**src/hdl/cbps_pkg.sv**
```systemverilog
// Shared types, constants and helpers of the cubic Bezier path sampler.
// Used by cbps_ctrl, cbps_datapath and cubic_bezier_path_sampler_top.
// Depends on nothing else.
package cbps_pkg;

  localparam int COORD_BITS_DEF  = 16;
  localparam int MAX_SAMPLES_DEF = 64;

  localparam logic [15:0] T_STEP_RST    = 16'd3277;
  localparam logic [15:0] STEP_TIME_RST = 16'd13;
  localparam logic [15:0] FALLBACK_STEP = 16'd3277;

  typedef enum logic [2:0] {
    ST_IDLE,
    ST_SQUARE,
    ST_CUBE_A,
    ST_CUBE_B,
    ST_MAC,
    ST_ACC,
    ST_EMIT
  } state_e;

  typedef enum logic [1:0] {
    MUL_NONE,
    MUL_SQ,
    MUL_CUBE_A,
    MUL_CUBE_B
  } mul_sel_e;

  typedef struct packed {
    logic     load;
    logic     store;
    logic     clear_time;
    logic     start;
    mul_sel_e mul_sel;
    logic     mac_en;
    logic [1:0] mac_idx;
    logic     acc_clr;
    logic     acc_add;
    logic     emit;
    logic     advance;
    logic     commit;
  } cmd_t;

  typedef struct packed {
    logic have_prev;
    logic out_free;
    logic last;
  } status_t;

  // Rounds a Q0.48 product (optionally tripled) to a Q0.16 weight, half up.
  function automatic logic [16:0] round_weight(input logic [49:0] p, input logic triple);
    logic [51:0] s;
    s = {2'b00, p} + (triple ? {1'b0, p, 1'b0} : 52'd0) + 52'h0_0000_8000_0000;
    return s[48:32];
  endfunction

endpackage

```
**src/hdl/cbps_ctrl.sv**
```systemverilog
// Sequencer of the cubic Bezier path sampler: accepts nodes and steps the
// datapath through weight, multiply-accumulate and emit phases per sample.
// Depends on cbps_pkg.
module cbps_ctrl (
  input  logic              clk_i,
  input  logic              rst_ni,
  input  logic              in_valid_i,
  input  logic              first_node_i,
  input  cbps_pkg::status_t status_i,
  output logic              in_ready_o,
  output cbps_pkg::cmd_t    cmd_o
);

  cbps_pkg::state_e state_q, state_d;
  logic [1:0]       mac_cnt_q, mac_cnt_d;

  always_ff @(posedge clk_i or negedge rst_ni) begin
    if (!rst_ni) begin
      state_q   <= cbps_pkg::ST_IDLE;
      mac_cnt_q <= 2'd0;
    end else begin
      state_q   <= state_d;
      mac_cnt_q <= mac_cnt_d;
    end
  end

  always_comb begin
    state_d   = state_q;
    mac_cnt_d = 2'd0;
    unique case (state_q)
      cbps_pkg::ST_IDLE: begin
        if (in_valid_i && !first_node_i && status_i.have_prev) begin
          state_d = cbps_pkg::ST_SQUARE;
        end
      end
      cbps_pkg::ST_SQUARE: state_d = cbps_pkg::ST_CUBE_A;
      cbps_pkg::ST_CUBE_A: state_d = cbps_pkg::ST_CUBE_B;
      cbps_pkg::ST_CUBE_B: state_d = cbps_pkg::ST_MAC;
      cbps_pkg::ST_MAC: begin
        mac_cnt_d = mac_cnt_q + 2'd1;
        if (mac_cnt_q == 2'd3) begin
          state_d = cbps_pkg::ST_ACC;
        end
      end
      cbps_pkg::ST_ACC: state_d = cbps_pkg::ST_EMIT;
      cbps_pkg::ST_EMIT: begin
        if (status_i.out_free) begin
          state_d = status_i.last ? cbps_pkg::ST_IDLE : cbps_pkg::ST_SQUARE;
        end
      end
      default: state_d = cbps_pkg::ST_IDLE;
    endcase
  end

  always_comb begin
    cmd_o         = '0;
    cmd_o.mul_sel = cbps_pkg::MUL_NONE;
    in_ready_o    = 1'b0;
    unique case (state_q)
      cbps_pkg::ST_IDLE: begin
        in_ready_o = 1'b1;
        if (in_valid_i) begin
          cmd_o.load = 1'b1;
          if (first_node_i || !status_i.have_prev) begin
            cmd_o.store      = 1'b1;
            cmd_o.clear_time = first_node_i;
          end else begin
            cmd_o.start = 1'b1;
          end
        end
      end
      cbps_pkg::ST_SQUARE: cmd_o.mul_sel = cbps_pkg::MUL_SQ;
      cbps_pkg::ST_CUBE_A: cmd_o.mul_sel = cbps_pkg::MUL_CUBE_A;
      cbps_pkg::ST_CUBE_B: cmd_o.mul_sel = cbps_pkg::MUL_CUBE_B;
      cbps_pkg::ST_MAC: begin
        cmd_o.mac_en  = 1'b1;
        cmd_o.mac_idx = mac_cnt_q;
        cmd_o.acc_clr = (mac_cnt_q == 2'd0);
        cmd_o.acc_add = (mac_cnt_q != 2'd0);
      end
      cbps_pkg::ST_ACC: cmd_o.acc_add = 1'b1;
      cbps_pkg::ST_EMIT: begin
        if (status_i.out_free) begin
          cmd_o.emit    = 1'b1;
          cmd_o.commit  = status_i.last;
          cmd_o.advance = !status_i.last;
        end
      end
      default: cmd_o = '0;
    endcase
  end

endmodule

```
**config.mk**
```make
export PLATFORM = sky130hd
export DESIGN_NAME = cbps_ctrl
export DESIGN_NICKNAME = d
export VERILOG_FILES = /design/src/hdl/cbps_pkg.sv /design/src/hdl/cbps_ctrl.sv
export SDC_FILE = /design/constraint.sdc
export NUM_CORES = 1
export LEC_CHECK = 0
export BUFFER_PORTS_ARGS = -buffer_cell sky130_fd_sc_hd__buf_2
export CAP_MARGIN = 10
export CORE_AREA = 2 2 39 41
export DETAILED_ROUTE_END_ITERATION = 16
export DIE_AREA = 0 0 41 43
export PLACE_DENSITY = 0.65
export SYNTH_ARGS = -nofsm -noshare
export SYNTH_HDL_FRONTEND = slang
export SYNTH_SLANG_ARGS = --single-unit
```
**constraint.sdc**
```tcl
create_clock -name clk_i -period 1.3 [get_ports clk_i]
set_input_delay 0 -clock clk_i [delete_from_list [all_inputs] [get_ports clk_i]]
set_output_delay 0 -clock clk_i [all_outputs]
set_load 0.005 [all_outputs]
```
Word level (Yosys, flattened, before mapping) --
Cells that the tools add are included.
Word-level totals: latch bits 0, register bits after elaboration 5, bits in writable memories 0, memory bits (read-only) 0, memories 0, logic and storage cells 39, output and inout bits 15, input port bits 7
Operators by class: eq/ne operators 10, reductions and logical operators 10, multipliers 0, divide/modulo/power cells 0, magnitude comparators 0, mux-type cells 16, shift-type cells 0, bitwise operators 0, $add $sub $neg 1
Operator list (count):
- $pmux W3 S7 | 1
- $mux W3 | 5
- $mux W4 | 3
- $eq A3 B3 Y1 const B | 3
- $eq A3 B2 Y1 const B | 2
- $ne A2 B2 Y1 const B | 3
- $pmux W2 S3 | 1
- $mux W2 | 2
- $eq A3 B1 Y1 const B | 1
- $logic_not A1 Y1 | 3
- $logic_not A3 Y1 | 1
- $mux W1 | 3
- $reduce_and A3 Y1 | 1
- $add A2 B1 Y2 const B | 1
- $eq A2 B2 Y1 const B | 1
- $logic_and A1 B1 Y1 | 2
- $logic_not A2 Y1 | 1
- $pmux W1 S2 | 1
- $reduce_bool A2 Y1 | 1
- $logic_or A1 B1 Y1 | 1

Logic depth before layout (Yosys ltp) --
Gate-level depths: netlist (run 1).
depth in word-level cells 5, mapped depth 4, mapped depth without buffers 4

Least setup slack after synthesis (run 1) --
No wires, ideal clock.
kind reg-to-reg, start reg state_q[1], end reg state_q[0], data required time 1.201 ns, arrival time 0.902 ns, period minus slack after synthesis 1.001 ns, library setup time 0.099 ns, setup slack 0.299 ns, buffers on the path 1, stages on the path, launching flop included 4, cells stage by stage dfrtp_1 > buf_2 > nand2b_1 > a311oi_1
Between the ends: word-level cells in the longest chain between the ends 3, elaborated cells between the ends (all ways) 12, classes of those cells 9 x eq/ne; 1 x mux; 2 x reduce/logical
RTL lines:
- start, declared | line cbps_ctrl.sv:14 | cbps_pkg::state_e state_q, state_d;
- start signal, assigned | line cbps_ctrl.sv:19 | state_q <= cbps_pkg::ST_IDLE;
- start signal, assigned | line cbps_ctrl.sv:22 | state_q <= state_d;
- $eq A3 B3 Y1 / $logic_not A3 Y1 (equally long branches) | line cbps_ctrl.sv:30 | unique case (state_q)
- $ne A2 B2 Y1 (no source line)
- $reduce_and A3 Y1 (no source line)
Parallel ways exist; a longest one is shown, timed or not. A chain may end at the register's enable or synchronous reset.

==> results.toml, run 1 <==
[outcome]
outcome = "complete, no violations"

[sta]
hold_slack_ns = 0.0975
skew_ns = 0.000478
timing.final.setup_violations = 0
slew_violations = 0
tightest_slew_ns = 0.247
post-route-min-period_ns = 1.26
grt_setup_unrepaired = "yes"
relSlewSlack = 0.834
final_hold_viol_count = 0
layout_worst_path_cycle_share = 0.970
fin_tns_setup_ns = 0
achievable-frequency_mhz = 793

[die]
placement_rows = 14
die_y_um = 43
die-area_sq_um = 1760
start_util = 0.263
coreArea_sq_um = 1380
die_w_um = 41
io_pins = 22

[synthesis]
synth_top_area_cell = "sky130_fd_sc_hd__dfrtp_1"
synth_flop_cell = "sky130_fd_sc_hd__dfrtp_1"
yosysWarningCount = 0
synthDominantCellAreaShare = 0.344
netlist-cell-type-count = 19
synth_enable_flop_cells = 0
synth_cells = 40
syn-mean-instance-area_sq_um = 9.10
yosys_register_bits = 5
syn-cell-area_sq_um = 364
syn_nets = 49
ys_async_sr_fraction = 1.00
synth_top_cells_by_area = "sky130_fd_sc_hd__dfrtp_1 (34%), sky130_fd_sc_hd__and2_1 (10%), sky130_fd_sc_hd__nor2b_1 (8.6%), sky130_fd_sc_hd__ha_1 (6.9%), sky130_fd_sc_hd__nor3b_2 (6.9%)"
ys_seq_area_frac = 0.344

[final_layout]
design.final.nets = 83
areaGrowthSynthToFinish_pct = 68.0
stdcell_count = 89
layout-drive-gt1-share = 0.589
mostFrequentLayoutCell = "sky130_fd_sc_hd__buf_2"
mostFrequentLayoutCells = "sky130_fd_sc_hd__buf_2 (21), sky130_fd_sc_hd__buf_4 (8), sky130_fd_sc_hd__and2_1 (6)"
n_antenna_cell = 0
layout.core_utilization = 0.442

[cts]
tritoncts = "done"
clock_latency_on_the_worst_skew_pair_ns = 0.24
cts.sinks = 5
library_cell_used_as_clock_root_buffer = "sky130_fd_sc_hd__clkbuf_4"
worst_setup_hold_path_clk_slew_ns = 0.04
htree_num_levels = 1
numCtsBuffers = 3
clock_path_buffers = 2

[global_route]
grt_residual_overflow = 0
grt_use_total = 0.103
grt_max_degree = 13
grt_antenna_before_repair = 0
first_pass_grt_wire_length_mm = 1.19
number_of_global_route_vias_before_repair = 304

[placed_design]
place_hpwl_um = 597
routabilityCongestion = 0.702
placedCellCount = 75
io_buffers = 21

[worst_setup_path]
crit_path_end_kind = "output pin"
cp_slowest_stage_delay_ns = 0.47
worst_path_most_repeated_cell = "sky130_fd_sc_hd__buf_4"
timing.critical_path.fanout_max = 6
cp_data_required_time_ns = 1.30
startpoint_type_of_the_worst_setup_path = "flip-flop"
cp_cell_sequence = "buf_4, buf_4, nor2b_1, buf_2"
cp_data_arrival_time_ns = 1.26
type_of_the_setup_path_with_the_least_slack = "reg2out"
slowest_stage = "sky130_fd_sc_hd__dfrtp_2"

[route]
final_wirelength_um = 947
detail-route-antenna-nets = 0
remaining_drc_errors = 0
drt-initial-drc-count = 7
routed_wire_length_per_instance_um = 10.6
via_count = 390
viasPerCell = 4.38
first_pass_iters = 2

[power_and_ir_drop]
max-vdd-ir-drop_mv = 0.814
power.static_leakage_nw = 0.333
power.density_nw_per_um2 = 1890
post-layout-total-power_mw = 1.16

[flow_run]
maxCapViolations = 0

[min_path]
min-delay-path-class = "in2reg"
-- cell families (layout without fill, tap and decap cells) --
family          count (synthesis)  after routing  synth area share
simple gates                   23             23             0.419
compound gates                  4              4            0.0825
flops                           5              5             0.344
buf+inv                         5             38            0.0584
mux                             1              1            0.0275
fa+ha+maj                       2              2            0.0687
-- per-stage QoR --
step | cell area, sq um | setup WS [ns]
after floorplan | 364 | 0.299
after global placement | 479 | 0.233
after detailed placement | 479 | 0.198
after CTS | 542 | 0.00605
after global routing | 612 | -0.0272
final | 612 | 0.0386
-- synth_stat cells (2+ instances only) --
cell type / count
sky130_fd_sc_hd__and2_1: 6
sky130_fd_sc_hd__and3_1: 2
sky130_fd_sc_hd__buf_2: 2
sky130_fd_sc_hd__dfrtp_1: 5
sky130_fd_sc_hd__ha_1: 2
sky130_fd_sc_hd__inv_1: 3
sky130_fd_sc_hd__nand2_1: 3
sky130_fd_sc_hd__nor2b_1: 5
sky130_fd_sc_hd__nor3b_2: 2
-- where the power goes --
group | switching, mW | internal [mW] | leakage, nW
combinational | 0.245 | 0.376 | 0.256
clock | 0.0603 | 0.116 | 0.0150
sequential | 0.135 | 0.223 | 0.0612
total | 0.441 | 0.714 | 0.333
-- flip-flops by register name (all words and copies together) (netlist names) --
signal,count
state_q,3
mac_cnt_q,2
-- final timing paths --
| check | from | endpoint | slack (ns) | depth (start not counted) |
|---|---|---|---|---|
| worst min-delay path | status_i[0] | state_q[0] | 0.1 | 3 |
| max in group asynchronous | rst_ni | state_q[2] | 1.03 | 2 |
| min in group asynchronous | rst_ni | state_q[1] | 0.13 | 2 |
| worst max register to register | state_q[0] | state_q[2] | 0.07 | 4 |
| worst max-delay path | state_q[0] | cmd_o[8] | 0.04 | 4 |
| worst min register to register | state_q[0] | state_q[0] | 0.59 | 1 |
-- worst max-delay path, delay by kind of cell (launching register included) --
family | cells | cell delay (ns)
buf+inv | 3 | 0.42
flops | 1 | 0.47
simple gates | 1 | 0.13
-- timing repair --
item | in CTS | in global routing
hold buffers | 1 | 0
gates resized for setup | 4 | 6
setup endpoints to repair | 9 | 10
pin swaps | 3 | 6
endpoints found under the hold margin | 5 | 0
buffers inserted | 2 | 7
-- metal layers --
metal / global-route usage / up-vias / part of all wire
met5: 0 / - / 0
li1: - / 201 / -
met4: 0.120 / 0 / 0
met3: 0 / 0 / 0.067
met1: 0.134 / 174 / 0.44
met2: 0.134 / 15 / 0.49
-- area by class of cell --
class                           instances  area, sq um
Timing Repair Buffer                   31          180
Inverter                                3         11.3
Multi-Input combinational cell         30          245
Tap cell                               16         20.0
Clock buffer                            4         26.3
Fill cell                             142          772
Sequential cell                         5          129
Note: power is estimated with default switching activity, not from simulation.
==> run 2: changes to the inputs <==
ABC_AREA = 1   (was not set)
BUFFER_PORTS_ARGS = not set   (was -buffer_cell sky130_fd_sc_hd__buf_2)
DONT_BUFFER_PORTS = 1   (was not set)
PLACE_DENSITY = 0.56   (was 0.65)
==> run 2 against run 1 <==
  * Maximum frequency is 6.3% higher
  * Worst hold slack worse by 0.072 ns
  * Sequential cell count is the same
  * Critical path depth down 1
  * Worst setup slack improved by 0.075 ns
  * Non-clock buffer count decreased by 29
  * Sequential power hardly changed
  * Critical endpoint is now cmd_o[4]
  * Highest routed layer unchanged
==> results.toml, run 2 <==
[synthesis]
synthDominantCellAreaShare = 0.290
synthesized_area_fraction_occupied_by_ao_oa_aoi_and_oai_cells = 0.0812
synth_top_cells_by_count = "sky130_fd_sc_hd__nor2_1 (14), sky130_fd_sc_hd__inv_1 (10), sky130_fd_sc_hd__nand3_1 (6)"
syn-mean-instance-area_sq_um = 7.08
ys_async_sr_fraction = 1.00
synth.area.mux_share = 0
syn_nets = 70
synth_enable_flop_cells = 0
netlist-cell-type-count = 19
synth_flop_cell = "sky130_fd_sc_hd__dfrtp_1"
synth_top_cells_by_area = "sky130_fd_sc_hd__dfrtp_1 (29%), sky130_fd_sc_hd__nor2_1 (12%), sky130_fd_sc_hd__inv_1 (8.7%), sky130_fd_sc_hd__nand3_1 (7.0%), sky130_fd_sc_hd__ha_1 (5.8%)"
ys_seq_area_frac = 0.290
syn-cell-area_sq_um = 432
yosysMostFrequentCell = "sky130_fd_sc_hd__nor2_1"
synthAdderAreaFrac = 0.0580
yosys_register_bits = 5
synth_cells = 61
yosysWarningCount = 0
post_synth_xor_area_fraction = 0
synth_top_area_cell = "sky130_fd_sc_hd__dfrtp_1"
post_synth_and_or_nand_nor_area_fraction = 0.409
synth_top_family_by_area = "simple AND/OR/NAND/NOR gates"

[die]
io_pins = 22
die-area_sq_um = 1760
start_util = 0.312
die_y_um = 43
coreArea_sq_um = 1380
die_w_um = 41
placement_rows = 14

[sta]
achievable-frequency_mhz = 843
relSlewSlack = 0.814
grt_setup_unrepaired = "no"
post-route-min-period_ns = 1.19
timing.final.setup_violations = 0
tightest_slew_ns = 0.279
fin_tns_setup_ns = 0
skew_ns = 0.00220
final_hold_viol_count = 0
hold_slack_ns = 0.0251
layout_worst_path_cycle_share = 0.913
slew_violations = 0

[global_route]
global_route.usage.met3 = 0.0576
grt_max_degree = 9
grt_peak_use_layer = "met2"
grt.met1_usage = 0.109
grt_antenna_before_repair = 0
grt.met2_usage = 0.150
number_of_global_route_vias_before_repair = 331
first_pass_grt_wire_length_mm = 1.19
grt_use_total = 0.102
grt_residual_overflow = 0

[placed_design]
routabilityCongestion = 0.753
place_hpwl_um = 690
io_buffers = 0

[worst_setup_path]
crit_path_end_kind = "output pin"
startpoint_type_of_the_worst_setup_path = "flip-flop"
cp_data_arrival_time_ns = 1.19
timing.critical_path.fanout_max = 7
cp_data_required_time_ns = 1.30
type_of_the_setup_path_with_the_least_slack = "reg2out"

[flow_run]
maxCapViolations = 0

[power_and_ir_drop]
power.static_leakage_nw = 0.262
power.density_nw_per_um2 = 2260
max-vdd-ir-drop_mv = 0.898

[cts]
htree_num_levels = 1
cts.sinks = 5
tritoncts = "done"
library_cell_used_as_clock_root_buffer = "sky130_fd_sc_hd__clkbuf_4"
clock_latency_on_the_worst_skew_pair_ns = 0.23
worst_setup_hold_path_clk_slew_ns = 0.04
clock_path_buffers = 2
numCtsBuffers = 3

[final_layout]
layout.core_utilization = 0.353
mostFrequentLayoutCells = "sky130_fd_sc_hd__nor2_1 (14), sky130_fd_sc_hd__inv_1 (10), sky130_fd_sc_hd__nand3_1 (6)"
n_antenna_cell = 0
top_register = "state_q"
design.final.nets = 76
areaGrowthSynthToFinish_pct = 13.0
largest_register_ff_count = 3
mostFrequentLayoutCell = "sky130_fd_sc_hd__nor2_1"
layout-drive-gt1-share = 0.318
largest_registers = "state_q: 3 flops, mac_cnt_q: 2 flops"

[route]
via_count = 367
routed_wire_length_per_instance_um = 9.67
first_pass_iters = 2
viasPerCell = 4.48
remaining_drc_errors = 0
final_wirelength_um = 793
detail-route-antenna-nets = 0
drt-initial-drc-count = 4

[outcome]
outcome = "complete, no violations"

[min_path]
min-delay-path-class = "in2out"
-- run 2: changes by cell type after synthesis, sizes merged, moves of 2 or more --
cell	change
a21oi	+2
and2	-6
and3	-2
inv	+12
nand2	+6
nand3	+7
nor2	+15
nor2b	-5
nor3b	-3
-- run 2: final cells by class --
type / count / area, sq um
Multi-Input combinational cell: 40 / 236
Timing Repair Buffer: 2 / 20.0
Sequential cell: 5 / 126
Clock buffer: 4 / 26.3
Inverter: 15 / 58.8
Fill cell: 152 / 896
Tap cell: 16 / 20.0
-- run 2: worst max-delay path, cell delays in order (launching register included) --
cell,delay [ns]
sky130_fd_sc_hd__dfrtp_1,0.47
sky130_fd_sc_hd__nor2_2,0.21
sky130_fd_sc_hd__nand2_2,0.13
sky130_fd_sc_hd__nor2_1,0.14
-- run 2: kinds of logic (layout without fill, tap and decap cells) --
| family | after synthesis | after routing |
|---|---|---|
| and+or+nand+nor | 34 | 34 |
| buffers and inverters | 16 | 21 |
| DFF | 5 | 5 |
| adders and majority gates | 2 | 2 |
| AOI/OAI and AO/OA | 4 | 4 |
-- run 2: report_power, final --
part           internal (mW)  switching [mW]
Sequential             0.228           0.130
Combinational          0.207           0.367
Clock                  0.115          0.0546
-- run 2: through the flow --
stage / instance area [sq um] / setup slack [ns] / instances / total power [mW]
global placement: 440 / 0.218 / 76 / 0.936
global route: 488 / 0.00999 / 82 / 1.24
detailed placement: 440 / 0.206 / 76 / 0.936
CTS: 487 / 0.00809 / 82 / 1.12
finish: 488 / 0.114 / 82 / 1.10
floorplan: 432 / 0.362 / 61 / 0.864
-- run 2: path summary, 6_finish.rpt --
check | slack (ns) | from | cells past startpoint | endpoint
worst min-delay path | 0.03 | status_i[0] | 1 | cmd_o[1]
worst max register to register | 0.28 | state_q[1] | 4 | state_q[0]
max in group asynchronous | 1.05 | rst_ni | 1 | state_q[2]
worst max-delay path | 0.11 | state_q[1] | 3 | cmd_o[4]
min in group asynchronous | 0.05 | rst_ni | 1 | state_q[1]
worst min register to register | 0.46 | mac_cnt_q[0] | 1 | mac_cnt_q[0]
-- run 2: timing repair --
action                                  4_1_cts  5_1_grt
hold endpoints to repair                      6        0
endpoints found under the setup margin        0        7
hold buffers                                  2        0
setup buffers                                 0        0
gates resized for setup                       0        1
-- run 2: layer usage --
layer  up-vias  part of all wire
met5         -                 0
met4         0                 0
met3         0              0.13
met2        17              0.47
met1       156              0.40
li1        194                 -
==> run 3: changes to the inputs <==
PLACE_DENSITY = 0.58   (was 0.56)
clock period = 1 ns   (was 1.3 ns; I/O delays follow)
==> run 3 against run 2 <==
  * Largest power group unchanged
  * Register-to-register slack lost 0.40 ns
  * Critical endpoint is now cmd_o[3]
  * Critical path depth did not move
  * The flow now finishes with violations (setup timing)
  * Clock power rose by 35%
  * Via count is 26% higher
  * Final cell count is 20% higher
==> results.toml, run 3 (synthesis results as in run 2) <==
[sta]
fin_tns_setup_ns = -1.69
relSlewSlack = 0.847
slew_violations = 0
grt_setup_unrepaired = "yes"
achievable-frequency_mhz = 878
skew_ns = 0.00294
final_hold_viol_count = 0
layout_worst_path_cycle_share = 1.14
timing.final.setup_violations = 18
tightest_slew_ns = 0.228
post-route-min-period_ns = 1.14
hold_slack_ns = 0.0253
worst_slack_ns = -0.139

[placed_design]
routabilityCongestion = 0.679
place_hpwl_um = 694
placement.setup.worst_slack_ns = -0.0527
placed_area_sq_um = 478
io_buffers = 0

[final_layout]
multiInputGateArea_sq_um = 365
mostFrequentLayoutCells = "sky130_fd_sc_hd__buf_4 (11), sky130_fd_sc_hd__nor2_4 (9), sky130_fd_sc_hd__inv_2 (7)"
n_antenna_cell = 0
largest_register_ff_count = 3
ff_latch_area_sq_um = 129
final_area_sq_um = 761
design.final.nets = 92
mostFrequentLayoutCell = "sky130_fd_sc_hd__buf_4"
largest_registers = "state_q: 3 flops, mac_cnt_q: 2 flops"
filler_cell_count = 122
layout.core_utilization = 0.550
top_register = "state_q"
areaGrowthSynthToFinish_pct = 76.2
layout-drive-gt1-share = 0.720

[min_path]
worstHoldStart = "status_i[0]"
whs_path_depth = 1
min-delay-path-class = "in2out"
endpoint_of_the_worst_hold_path = "cmd_o[1]"

[die]
start_util = 0.312
die-area_sq_um = 1760
coreArea_sq_um = 1380
die_w_um = 41
placement_rows = 14
io_pins = 22
die_y_um = 43

[outcome]
failed_checks = "setup timing"
outcome = "complete, but fails checks"

[global_route]
grt_antenna_before_repair = 0
grt_use_total = 0.136
number_of_global_route_vias_before_repair = 423
grt_residual_overflow = 0
first_pass_grt_wire_length_mm = 1.59
grt_max_degree = 8

[flow_run]
maxCapViolations = 0

[worst_setup_path]
rrSetupSlack_ns = -0.12
type_of_the_setup_path_with_the_least_slack = "reg2out"
cp_data_required_time_ns = 1.00
r2r.worst_path.cells = 8
cp_data_arrival_time_ns = 1.14
timing.rr.start = "state_q[2]"
r2r-end = "state_q[2]"
startpoint_type_of_the_worst_setup_path = "flip-flop"
crit_path_end_kind = "output pin"
timing.critical_path.fanout_max = 7

[route]
detail-route-antenna-nets = 0
drt-initial-drc-count = 3
first_pass_iters = 2
remaining_drc_errors = 0
viasPerCell = 4.73
final_wirelength_mm = 1.19
via_count = 464
routed_wire_length_per_instance_um = 12.1

[power_and_ir_drop]
power.density_nw_per_um2 = 3340
power.static_leakage_nw = 0.364
max-vdd-ir-drop_mv = 1.92

[cts]
clock_path_buffers = 2
worst_setup_hold_path_clk_slew_ns = 0.04
numCtsBuffers = 3
library_cell_used_as_clock_root_buffer = "sky130_fd_sc_hd__clkbuf_4"
htree_num_levels = 1
clock_latency_on_the_worst_skew_pair_ns = 0.24
tritoncts = "done"
cts.sinks = 5
[run 3: report_power, final]
part | leakage, nW | total [mW] | internal (mW) | switching [mW]
Combinational | 0.288 | 1.85 | 0.880 | 0.968
Clock | 0.0150 | 0.230 | 0.151 | 0.0791
Sequential | 0.0606 | 0.465 | 0.305 | 0.161
[run 3: stage by stage]
stage | cells | power, mW
2_1_floorplan | 61 | 1.12
3_3_place_gp | 81 | 1.35
3_5_place_dp | 81 | 1.36
4_1_cts | 94 | 2.16
5_1_grt | 98 | 2.73
6_report | 98 | 2.54
[run 3: what timing repair did]
item | in CTS | in global routing
setup endpoints to repair | 18 | 19
endpoints found under the hold margin | 6 | 0
setup buffers | 7 | 4
hold buffers | 2 | 0
resized for setup | 30 | 13
pin swaps | 4 | 4
[run 3: how the worst max path moves through the flow]
stage	start	endpoint	slack [ns]	depth (start not counted)
after floorplan	state_q[2]	state_q[2]	0.06	5
after global placement	state_q[2]	state_q[0]	-0.06	5
after detailed placement	state_q[2]	state_q[0]	-0.05	5
after CTS	state_q[2]	cmd_o[11]	-0.14	5
after global routing	state_q[1]	cmd_o[11]	-0.20	5
final	state_q[1]	cmd_o[3]	-0.14	3
[run 3: critical path, cell delays in order (launching register included)]
cell and delay [ns]:
sky130_fd_sc_hd__dfrtp_2 0.46, sky130_fd_sc_hd__nor2_4 0.17, sky130_fd_sc_hd__nand2_4 0.14, sky130_fd_sc_hd__o22ai_4 0.13
[run 3: layout make-up]
class                   instances  area share
well taps                      16      0.0263
repair buffers                 18       0.209
inverters                      15      0.0806
clock buffers                   4      0.0345
multi-input cells              40       0.480
flip-flops and latches          5       0.169
[run 3: layer usage]
metal / GRT usage / routed length, um / vias up
met5: 0 / 0 / -
met4: 0.0600 / 16 / 0
met3: 0.0628 / 85 / 2
met2: 0.234 / 665 / 19
met1: 0.128 / 422 / 213
li1: - / - / 230
